--- config.mk ---
export PLATFORM = sky130hd
export DESIGN_NAME = signed_int_to_decimal_ascii
export DESIGN_NICKNAME = d
export VERILOG_FILES = /design/src/design/sitda_pkg.sv /design/src/design/sitda_dabble.sv /design/src/design/sitda_ctrl.sv /design/src/design/signed_int_to_decimal_ascii.sv
export SDC_FILE = /design/constraint.sdc
export NUM_CORES = 1
export LEC_CHECK = 0
export CAP_MARGIN = 20
export CELL_PAD_IN_SITES_DETAIL_PLACEMENT = 0
export CELL_PAD_IN_SITES_GLOBAL_PLACEMENT = 1
export CORE_MARGIN = 3
export CORE_UTILIZATION = 44
export DETAILED_ROUTE_END_ITERATION = 8
export DONT_BUFFER_PORTS = 1
export PLACE_DENSITY_LB_ADDON = 0.1
export SYNTH_ARGS = -nofsm -noshare
export SYNTH_HDL_FRONTEND = slang
export SYNTH_SLANG_ARGS = --single-unit
--- constraint.sdc ---
create_clock -name i_clk -period 2.3 [get_ports i_clk]
set_input_delay 0.345 -clock i_clk [delete_from_list [all_inputs] [get_ports i_clk]]
set_output_delay 0.345 -clock i_clk [all_outputs]
set_load 0.02 [all_outputs]
--- src/design/sitda_pkg.sv ---
// ----------------------------------------------------------------------------
// sitda_pkg
// Shared constants, types and helpers for the signed integer to decimal
// ASCII converter.
// ----------------------------------------------------------------------------
package sitda_pkg;

    // width of the signed input integer, two's complement
    localparam int INPUT_WIDTH = 32;

    // decimal digits needed for the largest magnitude, 2^(INPUT_WIDTH-1)
    function automatic int calc_digits(input int w);
        logic [127:0] lim;
        logic [127:0] p;
        int           d;
        lim = 128'd1 << (w - 1);
        p   = 128'd10;
        d   = 1;
        while (p <= lim) begin
            p = p * 128'd10;
            d = d + 1;
        end
        return d;
    endfunction

    localparam int NUM_DIGITS = calc_digits(INPUT_WIDTH);
    localparam int BCD_W      = 4 * NUM_DIGITS;
    localparam int BIT_CNT_W  = (INPUT_WIDTH > 1) ? $clog2(INPUT_WIDTH) : 1;
    localparam int DIG_CNT_W  = $clog2(NUM_DIGITS + 1);

    // output character codes
    localparam int CHAR_W = 6;
    localparam logic [CHAR_W-1:0] ASCII_ZERO  = 6'd48;
    localparam logic [CHAR_W-1:0] ASCII_MINUS = 6'd45;

    // sequencer states
    typedef enum logic [2:0] {
        S_IDLE,
        S_CONV,
        S_TRIM,
        S_SIGN,
        S_DIGIT
    } t_state;

    // commands from the sequencer to the shift-add-3 unit
    typedef struct packed {
        logic load;        // take a new magnitude, clear the digit register
        logic step;        // one shift-add-3 iteration
        logic shift_digit; // drop the top digit, shift the next one up
    } t_dab_cmd;

endpackage

--- src/design/sitda_dabble.sv ---
// ----------------------------------------------------------------------------
// sitda_dabble
// Shift-add-3 unit: holds the binary magnitude and the packed decimal digits,
// runs one conversion iteration per command and shifts digits out on demand.
// ----------------------------------------------------------------------------
module sitda_dabble import sitda_pkg::*; (
    input  logic                   i_clk,
    input  t_dab_cmd               i_cmd,
    input  logic [INPUT_WIDTH-1:0] i_mag,
    output logic [3:0]             o_top_digit
);

    logic [INPUT_WIDTH-1:0] r_bin;
    logic [INPUT_WIDTH-1:0] n_bin;
    logic [BCD_W-1:0]       r_bcd;
    logic [BCD_W-1:0]       n_bcd;
    logic [BCD_W-1:0]       adj_bcd;

    // add 3 to every digit of 5 or more, each digit on its own
    always_comb begin
        for (int d = 0; d < NUM_DIGITS; d++) begin
            if (r_bcd[4*d +: 4] >= 4'd5) begin
                adj_bcd[4*d +: 4] = r_bcd[4*d +: 4] + 4'd3;
            end else begin
                adj_bcd[4*d +: 4] = r_bcd[4*d +: 4];
            end
        end
    end

    // next value of the working registers
    always_comb begin
        n_bin = r_bin;
        n_bcd = r_bcd;
        if (i_cmd.load) begin
            n_bin = i_mag;
            n_bcd = '0;
        end else if (i_cmd.step) begin
            n_bcd = {adj_bcd[BCD_W-2:0], r_bin[INPUT_WIDTH-1]};
            n_bin = {r_bin[INPUT_WIDTH-2:0], 1'b0};
        end else if (i_cmd.shift_digit) begin
            n_bcd = {r_bcd[BCD_W-5:0], 4'd0};
        end
    end

    // payload registers, no reset needed
    always_ff @(posedge i_clk) begin
        r_bin <= n_bin;
        r_bcd <= n_bcd;
    end

    assign o_top_digit = r_bcd[BCD_W-1 -: 4];

endmodule

--- src/design/sitda_ctrl.sv ---
// ----------------------------------------------------------------------------
// sitda_ctrl
// Sequencer: takes one number, runs the conversion iterations, trims leading
// zeros and then hands out the sign and digits one transfer at a time.
// ----------------------------------------------------------------------------
module sitda_ctrl import sitda_pkg::*; (
    input  logic                   i_clk,
    input  logic                   i_rst_n,
    input  logic                   i_valid,
    output logic                   o_ready,
    input  logic [INPUT_WIDTH-1:0] i_number,
    output logic                   o_valid,
    input  logic                   i_ready,
    output logic [CHAR_W-1:0]      o_char_code,
    output logic                   o_last_char,
    output t_dab_cmd               o_cmd,
    output logic [INPUT_WIDTH-1:0] o_mag,
    input  logic [3:0]             i_top_digit
);

    t_state               r_state;
    t_state               n_state;
    logic                 r_neg;
    logic                 n_neg;
    logic [BIT_CNT_W-1:0] r_bit;
    logic [BIT_CNT_W-1:0] n_bit;
    logic [DIG_CNT_W-1:0] r_dig;
    logic [DIG_CNT_W-1:0] n_dig;
    logic                 in_xfer;
    logic                 out_xfer;
    logic                 trim_more;

    assign in_xfer   = i_valid && o_ready;
    assign out_xfer  = o_valid && i_ready;
    assign trim_more = (i_top_digit == 4'd0) && (r_dig != DIG_CNT_W'(1));

    // true magnitude; the most negative value maps to 2^(W-1) exactly
    assign o_mag = i_number[INPUT_WIDTH-1] ? (~i_number + 1'b1) : i_number;

    // next state and counters
    always_comb begin
        n_state = r_state;
        n_neg   = r_neg;
        n_bit   = r_bit;
        n_dig   = r_dig;
        case (r_state)
            S_IDLE: begin
                if (in_xfer) begin
                    n_state = S_CONV;
                    n_neg   = i_number[INPUT_WIDTH-1];
                    n_bit   = BIT_CNT_W'(INPUT_WIDTH - 1);
                end
            end
            S_CONV: begin
                if (r_bit == '0) begin
                    n_state = S_TRIM;
                    n_dig   = DIG_CNT_W'(NUM_DIGITS);
                end else begin
                    n_bit = r_bit - 1'b1;
                end
            end
            S_TRIM: begin
                if (trim_more) begin
                    n_dig = r_dig - 1'b1;
                end else if (r_neg) begin
                    n_state = S_SIGN;
                end else begin
                    n_state = S_DIGIT;
                end
            end
            S_SIGN: begin
                if (out_xfer) begin
                    n_state = S_DIGIT;
                end
            end
            S_DIGIT: begin
                if (out_xfer) begin
                    n_dig = r_dig - 1'b1;
                    if (r_dig == DIG_CNT_W'(1)) begin
                        n_state = S_IDLE;
                    end
                end
            end
            default: begin
                n_state = S_IDLE;
            end
        endcase
    end

    // handshake, character and datapath commands
    always_comb begin
        o_ready           = 1'b0;
        o_valid           = 1'b0;
        o_char_code       = ASCII_ZERO + CHAR_W'(i_top_digit);
        o_last_char       = 1'b0;
        o_cmd             = '0;
        case (r_state)
            S_IDLE: begin
                o_ready    = 1'b1;
                o_cmd.load = in_xfer;
            end
            S_CONV: begin
                o_cmd.step = 1'b1;
            end
            S_TRIM: begin
                o_cmd.shift_digit = trim_more;
            end
            S_SIGN: begin
                o_valid     = 1'b1;
                o_char_code = ASCII_MINUS;
            end
            S_DIGIT: begin
                o_valid           = 1'b1;
                o_last_char       = (r_dig == DIG_CNT_W'(1));
                o_cmd.shift_digit = out_xfer;
            end
            default: begin
                o_ready = 1'b0;
            end
        endcase
    end

    // state registers
    always_ff @(posedge i_clk) begin
        if (!i_rst_n) begin
            r_state <= S_IDLE;
            r_neg   <= 1'b0;
            r_bit   <= '0;
            r_dig   <= '0;
        end else begin
            r_state <= n_state;
            r_neg   <= n_neg;
            r_bit   <= n_bit;
            r_dig   <= n_dig;
        end
    end

    // a digit on the output is always a decimal digit
    a_digit_range: assert property (@(posedge i_clk) disable iff (!i_rst_n)
        (r_state == S_DIGIT) |-> (i_top_digit <= 4'd9))
        else $error("digit out of range on output");

    // an accepted number starts the conversion
    a_start_conv: assert property (@(posedge i_clk) disable iff (!i_rst_n)
        in_xfer |=> (r_state == S_CONV))
        else $error("conversion did not start after input transfer");

    // the sign is only sent for a negative number
    a_sign_neg: assert property (@(posedge i_clk) disable iff (!i_rst_n)
        (r_state == S_SIGN) |-> r_neg)
        else $error("minus sign for a non-negative number");

    // a leading digit is never zero unless it is the only digit
    a_no_lead_zero: assert property (@(posedge i_clk) disable iff (!i_rst_n)
        ((r_state == S_TRIM) && (n_state != S_TRIM)) |->
            ((i_top_digit != 4'd0) || (r_dig == DIG_CNT_W'(1))))
        else $error("leading zero left after trim");

endmodule

--- src/design/signed_int_to_decimal_ascii.sv ---
// ----------------------------------------------------------------------------
// signed_int_to_decimal_ascii
// Converts one signed integer into its decimal ASCII text, one character
// per output transfer, most significant digit first.
// ----------------------------------------------------------------------------
// Accepts one INPUT_WIDTH-bit two's complement number at a time and returns
// its text: a '-' (code 45) for negative values, then the digits '0' to '9'
// (codes 48 to 57) with no leading zeros, the final character flagged by
// o_last_char. Every value converts exactly, the most negative one too. The
// magnitude goes through a shift-add-3 unit one bit per cycle, then the
// leading zeros are removed one at a time and the characters go out one
// per cycle while the sink is ready. o_ready is high only while the block
// is empty.
// ----------------------------------------------------------------------------
module signed_int_to_decimal_ascii import sitda_pkg::*; (
    input  logic                   i_clk,
    input  logic                   i_rst_n,
    input  logic                   i_valid,
    output logic                   o_ready,
    input  logic [INPUT_WIDTH-1:0] i_number,
    output logic                   o_valid,
    input  logic                   i_ready,
    output logic [CHAR_W-1:0]      o_char_code,
    output logic                   o_last_char
);

    t_dab_cmd               dab_cmd;
    logic [INPUT_WIDTH-1:0] mag;
    logic [3:0]             top_digit;

    // sequencer and output handshake
    sitda_ctrl u_ctrl (
        .i_clk       (i_clk),
        .i_rst_n     (i_rst_n),
        .i_valid     (i_valid),
        .o_ready     (o_ready),
        .i_number    (i_number),
        .o_valid     (o_valid),
        .i_ready     (i_ready),
        .o_char_code (o_char_code),
        .o_last_char (o_last_char),
        .o_cmd       (dab_cmd),
        .o_mag       (mag),
        .i_top_digit (top_digit)
    );

    // shift-add-3 unit driven by the sequencer
    sitda_dabble u_dabble (
        .i_clk       (i_clk),
        .i_cmd       (dab_cmd),
        .i_mag       (mag),
        .o_top_digit (top_digit)
    );

endmodule
==> results.yml, run 1 <==
power_and_ir_drop:
  leakage_nw: 2.243
  ir_worst_vdd_uv: 565.4
  power_density_mw_per_mm2: 1086
synth:
  netlist-cell-type-count: 56
  synthesis.area_mm2: 0.005585
  postSynth.asyncResetShare_pct: 0
  ys_seq_area_share_pct: 36.20
  synth_cells: 669
  syn_nets: 729
  synth_enable_flop_cells: 32
  synth-seq-cells: 85
  synthFlopType: "dfxtp_1"
  avgSynthCellArea_um2: 8.349
  synth_warnings: 0
critical_path:
  required_ps: 2570
  critPathKind: "flop to flop"
  reg2reg_slack_ps: 120
  critPathCaptureType: "flop"
  path_max_fanout: 5
  cp-startpoint: "u_dabble.r_bcd[36]"
  start_kind: "flop"
  r2r-start: "u_dabble.r_bcd[36]"
  crit_path_end: "u_ctrl.r_dig[2]"
  arrival_ps: 2450
  r2r-end: "u_ctrl.r_dig[2]"
  ff2ff_path_depth: 6
place:
  portBuffers: 0
  place_area_mm2: 0.005912
  dp_hpwl_um: 8684
  gp_congestion: 0.8143
  placedCellCount: 825
global_route:
  grt_pass1_wl_um: 22070
  grtUsageMet1_pct: 26.04
  grt_usage_pct: 18.73
  grt.busiest_layer: "met2"
  antenna_found_initial: 0
  first_global_vias: 4503
  grt_max_degree: 72
  grt_use_met3_pct: 3.445
  overflow: 0
  globalRouteMet2Util_pct: 29.31
timing:
  rsz0062_at_grt: "true"
  tightest_slew_ps: 608.0
  hold_slack_ps: 143.8
  fin_crit_sh_pct: 94.69
  setup_viol: 0
  slew_headroom_pct: 58.42
  skew_ps: 7.849
  period_minus_slack_ps: 2178
  hold_violations: 0
  fmax_mhz: 459.2
  maxSlewViolCount: 0
outcome:
  status: "complete, no violations"
die:
  dieArea_mm2: 0.01408
  initial_core_util_pct: 45.74
  io_pins: 45
  die_w_um: 118.7
  die_h_um: 118.7
  core_mm2: 0.01221
  num_rows: 40
routing:
  drc: 0
  routedWlPerCell_um: 15.16
  num_vias: 4781
  drt_iter0_drc: 284
  viasPerCell: 5.685
  totalWireLength_um: 12750
  ant_nets: 0
  dr.pass1.iters: 5
clocking:
  cts_tree: "done"
  clock_path_buffers: 2
  clock_latency_ps: 350
  clockRootBuffer: "clkbuf_16"
  hold_buffers: 0
  clk_pin_slew_ps: 60
  cts_buffers: 9
  cts_sinks: 85
  h-tree-depth: 3
finish:
  drive_gt1_share_pct: 9.807
  fin_cells: 841
  nets: 728
  final_area_mm2: 0.006198
  fill_cells: 1194
  area_growth_pct: 10.98
  seq_area_mm2: 0.002022
  final_common_cell: "nand2_1"
  layout_common_cells: "72 x nand2_1, 58 x a21oi_1, 53 x dfxtp_1, 50 x nor2_1, 38 x o21ai_0"
  antenna_cells: 0
  multiInputGateArea_mm2: 0.003276
job:
  maxCapViolations: 0
hold_path:
  hp-class: "primary input to flop"
how the worst min path moves through the flow:
stage | depth (start not counted) | slack [ps] | endpoint | from
floorplan | 1 | 440 | u_ctrl.r_dig[3] | u_ctrl.r_dig[3]
global placement | 1 | 460 | u_ctrl.r_dig[3] | u_ctrl.r_dig[3]
detailed placement | 1 | 470 | u_ctrl.r_dig[3] | u_ctrl.r_dig[3]
CTS | 2 | 130 | u_ctrl.r_neg | i_number[31]
global route | 2 | 140 | u_ctrl.r_dig[0] | i_rst_n
finish | 2 | 140 | u_ctrl.r_neg | i_number[31]
area by class of cell:
cell class                 count  area share (%)
multi-input combinational    507           52.85
sequential                    85           32.62
timing repair buffer          29           4.522
clock buffer                  14           4.279
tap                          168           3.391
inverter                      36           2.180
clock inverter                 2          0.1615
repair_timing:
action,in CTS,in global routing
buffers inserted,0,0
gates resized for setup,0,3
endpoints found under the setup margin,0,6
per-layer routing:
metal  part of all wire, %  vias up
met5                     0        -
met2                    47       74
met4                   1.5        0
met1                    48     2254
li1                      -     2441
met3                   3.5       12
synthesized netlist by cell type, drive strengths merged, types with 9 or more instances:
| cell | number | area (um^2) |
|---|---|---|
| nand2 | 74 | 277.8 |
| o21ai | 44 | 220.2 |
| dfxtp | 53 | 1061 |
| a21oi | 58 | 290.3 |
| buf | 16 | 88.83 |
| o211ai | 11 | 82.58 |
| nand3 | 9 | 45.04 |
| nand2b | 21 | 131.4 |
| o31ai | 12 | 90.09 |
| edfxtp | 32 | 960.9 |
| nor3b | 14 | 110.1 |
| nor2 | 51 | 191.4 |
| clkbuf | 25 | 93.84 |
| xor2 | 25 | 219.0 |
| inv | 36 | 135.1 |
| ha | 24 | 300.3 |
| a211oi | 32 | 240.2 |
| a31oi | 9 | 56.30 |
| nor3 | 22 | 115.1 |
| xnor2 | 12 | 105.1 |
per-stage QoR:
stage | power (mW) | setup slack [ps] | utilization (%) | setup TNS (ps)
final | 6.733 | 122.2 | 50.76 | 0
after global placement | 5.289 | -41.38 | 48.41 | -70.71
after CTS | 6.788 | 87.67 | 50.67 | 0
after detailed placement | 5.369 | -49.60 | 48.41 | -146.5
after global routing | 7.327 | -13.26 | 50.76 | -13.26
after floorplan | 4.642 | 30.29 | - | 0
flip-flops by register name (all words and copies together), names as in the netlist:
name,flops
u_ctrl.r_bit,5
u_dabble.r_bin,32
u_ctrl.r_dig,4
u_dabble.r_bcd,40
u_ctrl.r_neg,1
u_ctrl.r_state,3
power by group:
part	switching (mW)	total, mW	internal [mW]	leakage [nW]
Sequential	0.486	2.64	2.15	0.757
Combinational	1.56	2.72	1.16	1.35
Clock	0.580	1.37	0.793	0.140
Total	2.63	6.73	4.11	2.24
worst max-delay path: stages, from the launching register on:
cell     delay [ps]
dfxtp_1         310
inv_1            90
ha_1            170
or4b_2          620
o31a_1          320
or3b_2          450
a21oi_1         140
kinds of logic (layout without fill, tap and decap cells):
logic type | after synthesis | after routing | share of synthesized area (%)
multiplexers | 4 | 4 | 0.7169
flip-flops | 85 | 85 | 36.20
AND/OR/NAND/NOR | 242 | 242 | 22.60
XOR/XNOR | 37 | 37 | 5.802
adder cells (fa/ha/maj) | 24 | 24 | 5.376
buffers and inverters | 77 | 81 | 5.690
other | 1 | 1 | 0.06714
AO/OA/AOI/OAI | 199 | 199 | 23.54
(Power assumes the default switching activity.)
==> run 2: changes to the inputs <==
--- a/config.mk
+++ b/config.mk
@@ -9,7 +9,7 @@
 export CELL_PAD_IN_SITES_DETAIL_PLACEMENT = 0
 export CELL_PAD_IN_SITES_GLOBAL_PLACEMENT = 1
 export CORE_MARGIN = 3
-export CORE_UTILIZATION = 44
+export CORE_UTILIZATION = 30
 export DETAILED_ROUTE_END_ITERATION = 8
 export DONT_BUFFER_PORTS = 1
 export PLACE_DENSITY_LB_ADDON = 0.1
==> results.yml, run 2 (synthesized netlist as in run 1, its figures left out) <==
timing:
  tightest_slew_ps: 676.9
  period_minus_slack_ps: 2165
  setup_viol: 0
  hold_slack_ps: 142.2
  rsz0062_at_grt: "false"
  fmax_mhz: 461.8
  skew_ps: 9.484
  hold_violations: 0
  slew_headroom_pct: 54.40
  maxSlewViolCount: 0
  tns_ps: 0
  fin_crit_sh_pct: 94.15
critical_path:
  cp_slowest_cell: "dfxtp_1"
  path_max_fanout: 12
  reg2reg_slack_ps: 150
  ff2ff_path_depth: 8
  required_ps: 1960
  cp_cell_sequence: "buf_4 -> inv_1 -> nor2_1 -> nand2_1 -> o21ai_0"
  cp-startpoint: "u_ctrl.r_state[0]"
  critPathTopFamily: "simple AND/OR/NAND/NOR gates"
  critPathKind: "flop to output pin"
  arrival_ps: 1820
  critPathCaptureType: "output pin"
  cpPeakStageDelay_ps: 350
  cp.buffers_inverters: 2
  crit_path_end: "o_valid"
  start_kind: "flop"
  r2r-start: "u_dabble.r_bcd[37]"
  crit_cells: 5
  r2r-end: "u_dabble.r_bcd[38]"
finish:
  layout_common_cells: "72 x nand2_1, 58 x a21oi_1, 53 x dfxtp_1, 50 x nor2_1, 38 x o21ai_0"
  fin_cells: 905
  antenna_cells: 0
  final_common_cell: "nand2_1"
  top_register: "u_dabble.r_bcd"
  drive_gt1_share_pct: 10.36
  top_regs: "u_dabble.r_bcd: 40 flops, u_dabble.r_bin: 32 flops, u_ctrl.r_bit: 5 flops"
  nets: 731
  largest_reg_flops: 40
  area_growth_pct: 13.75
  final_util_pct: 35.01
die:
  num_rows: 49
  initial_core_util_pct: 30.78
  core_mm2: 0.01815
  die_w_um: 142.4
  die_h_um: 142.4
  dieArea_mm2: 0.02029
  io_pins: 45
clocking:
  cts_buffers: 9
  clock_latency_ps: 350
  clockRootBuffer: "clkbuf_16"
  h-tree-depth: 3
  clock_path_buffers: 2
  cts_sinks: 85
  cts_tree: "done"
  clk_pin_slew_ps: 60
routing:
  drt_iter0_drc: 242
  drc: 0
  routedWlPerCell_um: 15.71
  dr.pass1.iters: 4
  num_vias: 4806
  ant_nets: 0
  viasPerCell: 5.310
  totalWireLength_um: 14220
power_and_ir_drop:
  ir_worst_vdd_uv: 504.9
  power_density_mw_per_mm2: 1085
  leakage_nw: 2.278
  power_mw: 6.891
place:
  placedCellCount: 887
  gp_congestion: 0.8032
  portBuffers: 0
  dp_hpwl_um: 9399
global_route:
  antenna_found_initial: 0
  first_global_vias: 4755
  grt_max_degree: 58
  grt_usage_pct: 14.08
  grt_pass1_wl_um: 23640
  overflow: 0
hold_path:
  hp-class: "primary input to flop"
outcome:
  status: "complete, no violations"
job:
  maxCapViolations: 0
## run 2: power breakdown
part	switching, mW	internal, mW	total (mW)
clock network	0.600	0.833	1.43
registers	0.484	2.15	2.64
logic	1.62	1.21	2.82
total	2.70	4.19	6.89
## run 2: timing repair
action                                  in CTS  in global routing
endpoints found under the setup margin       0                 32
setup buffers                                0                  0
hold buffers                                 0                  0
gates resized for setup                      0                  5
## run 2: cell type report
type / instances / area [um^2]
inverter: 36 / 135.1
clock inverter: 1 / 5.005
clock buffer: 15 / 280.3
tap: 229 / 286.5
fill: 1896 / 11790
sequential: 85 / 2022
multi-input combinational: 507 / 3283
timing repair buffer: 32 / 341.6
## run 2: metrics by stage
step                worst slack [ps]  cell area (um^2)
floorplan                      30.29              5593
global placement              -58.99              5997
detailed placement            -78.67              5997
CTS                            86.96              6282
global route                   5.590              6354
finish                         134.7              6354
## run 2: routing by layer
layer / wire (um) / GRT usage (%) / up-vias
met2: 6538 / 22.77 / 60
met4: 184 / 4.402 / 0
met5: 0 / 0 / -
met3: 479 / 3.495 / 14
met1: 7016 / 18.55 / 2284
li1: - / - / 2448
## run 2: how the worst min path moves through the flow
stage,start,end,slack (ps),cells after the start
detailed placement,u_ctrl.r_dig[3],u_ctrl.r_dig[3],460,1
finish,i_rst_n,u_ctrl.r_dig[0],140,2
CTS,i_rst_n,u_ctrl.r_dig[0],120,2
global route,i_rst_n,u_ctrl.r_dig[0],130,2
floorplan,u_ctrl.r_dig[3],u_ctrl.r_dig[3],440,1
global placement,u_ctrl.r_dig[3],u_ctrl.r_dig[3],460,1
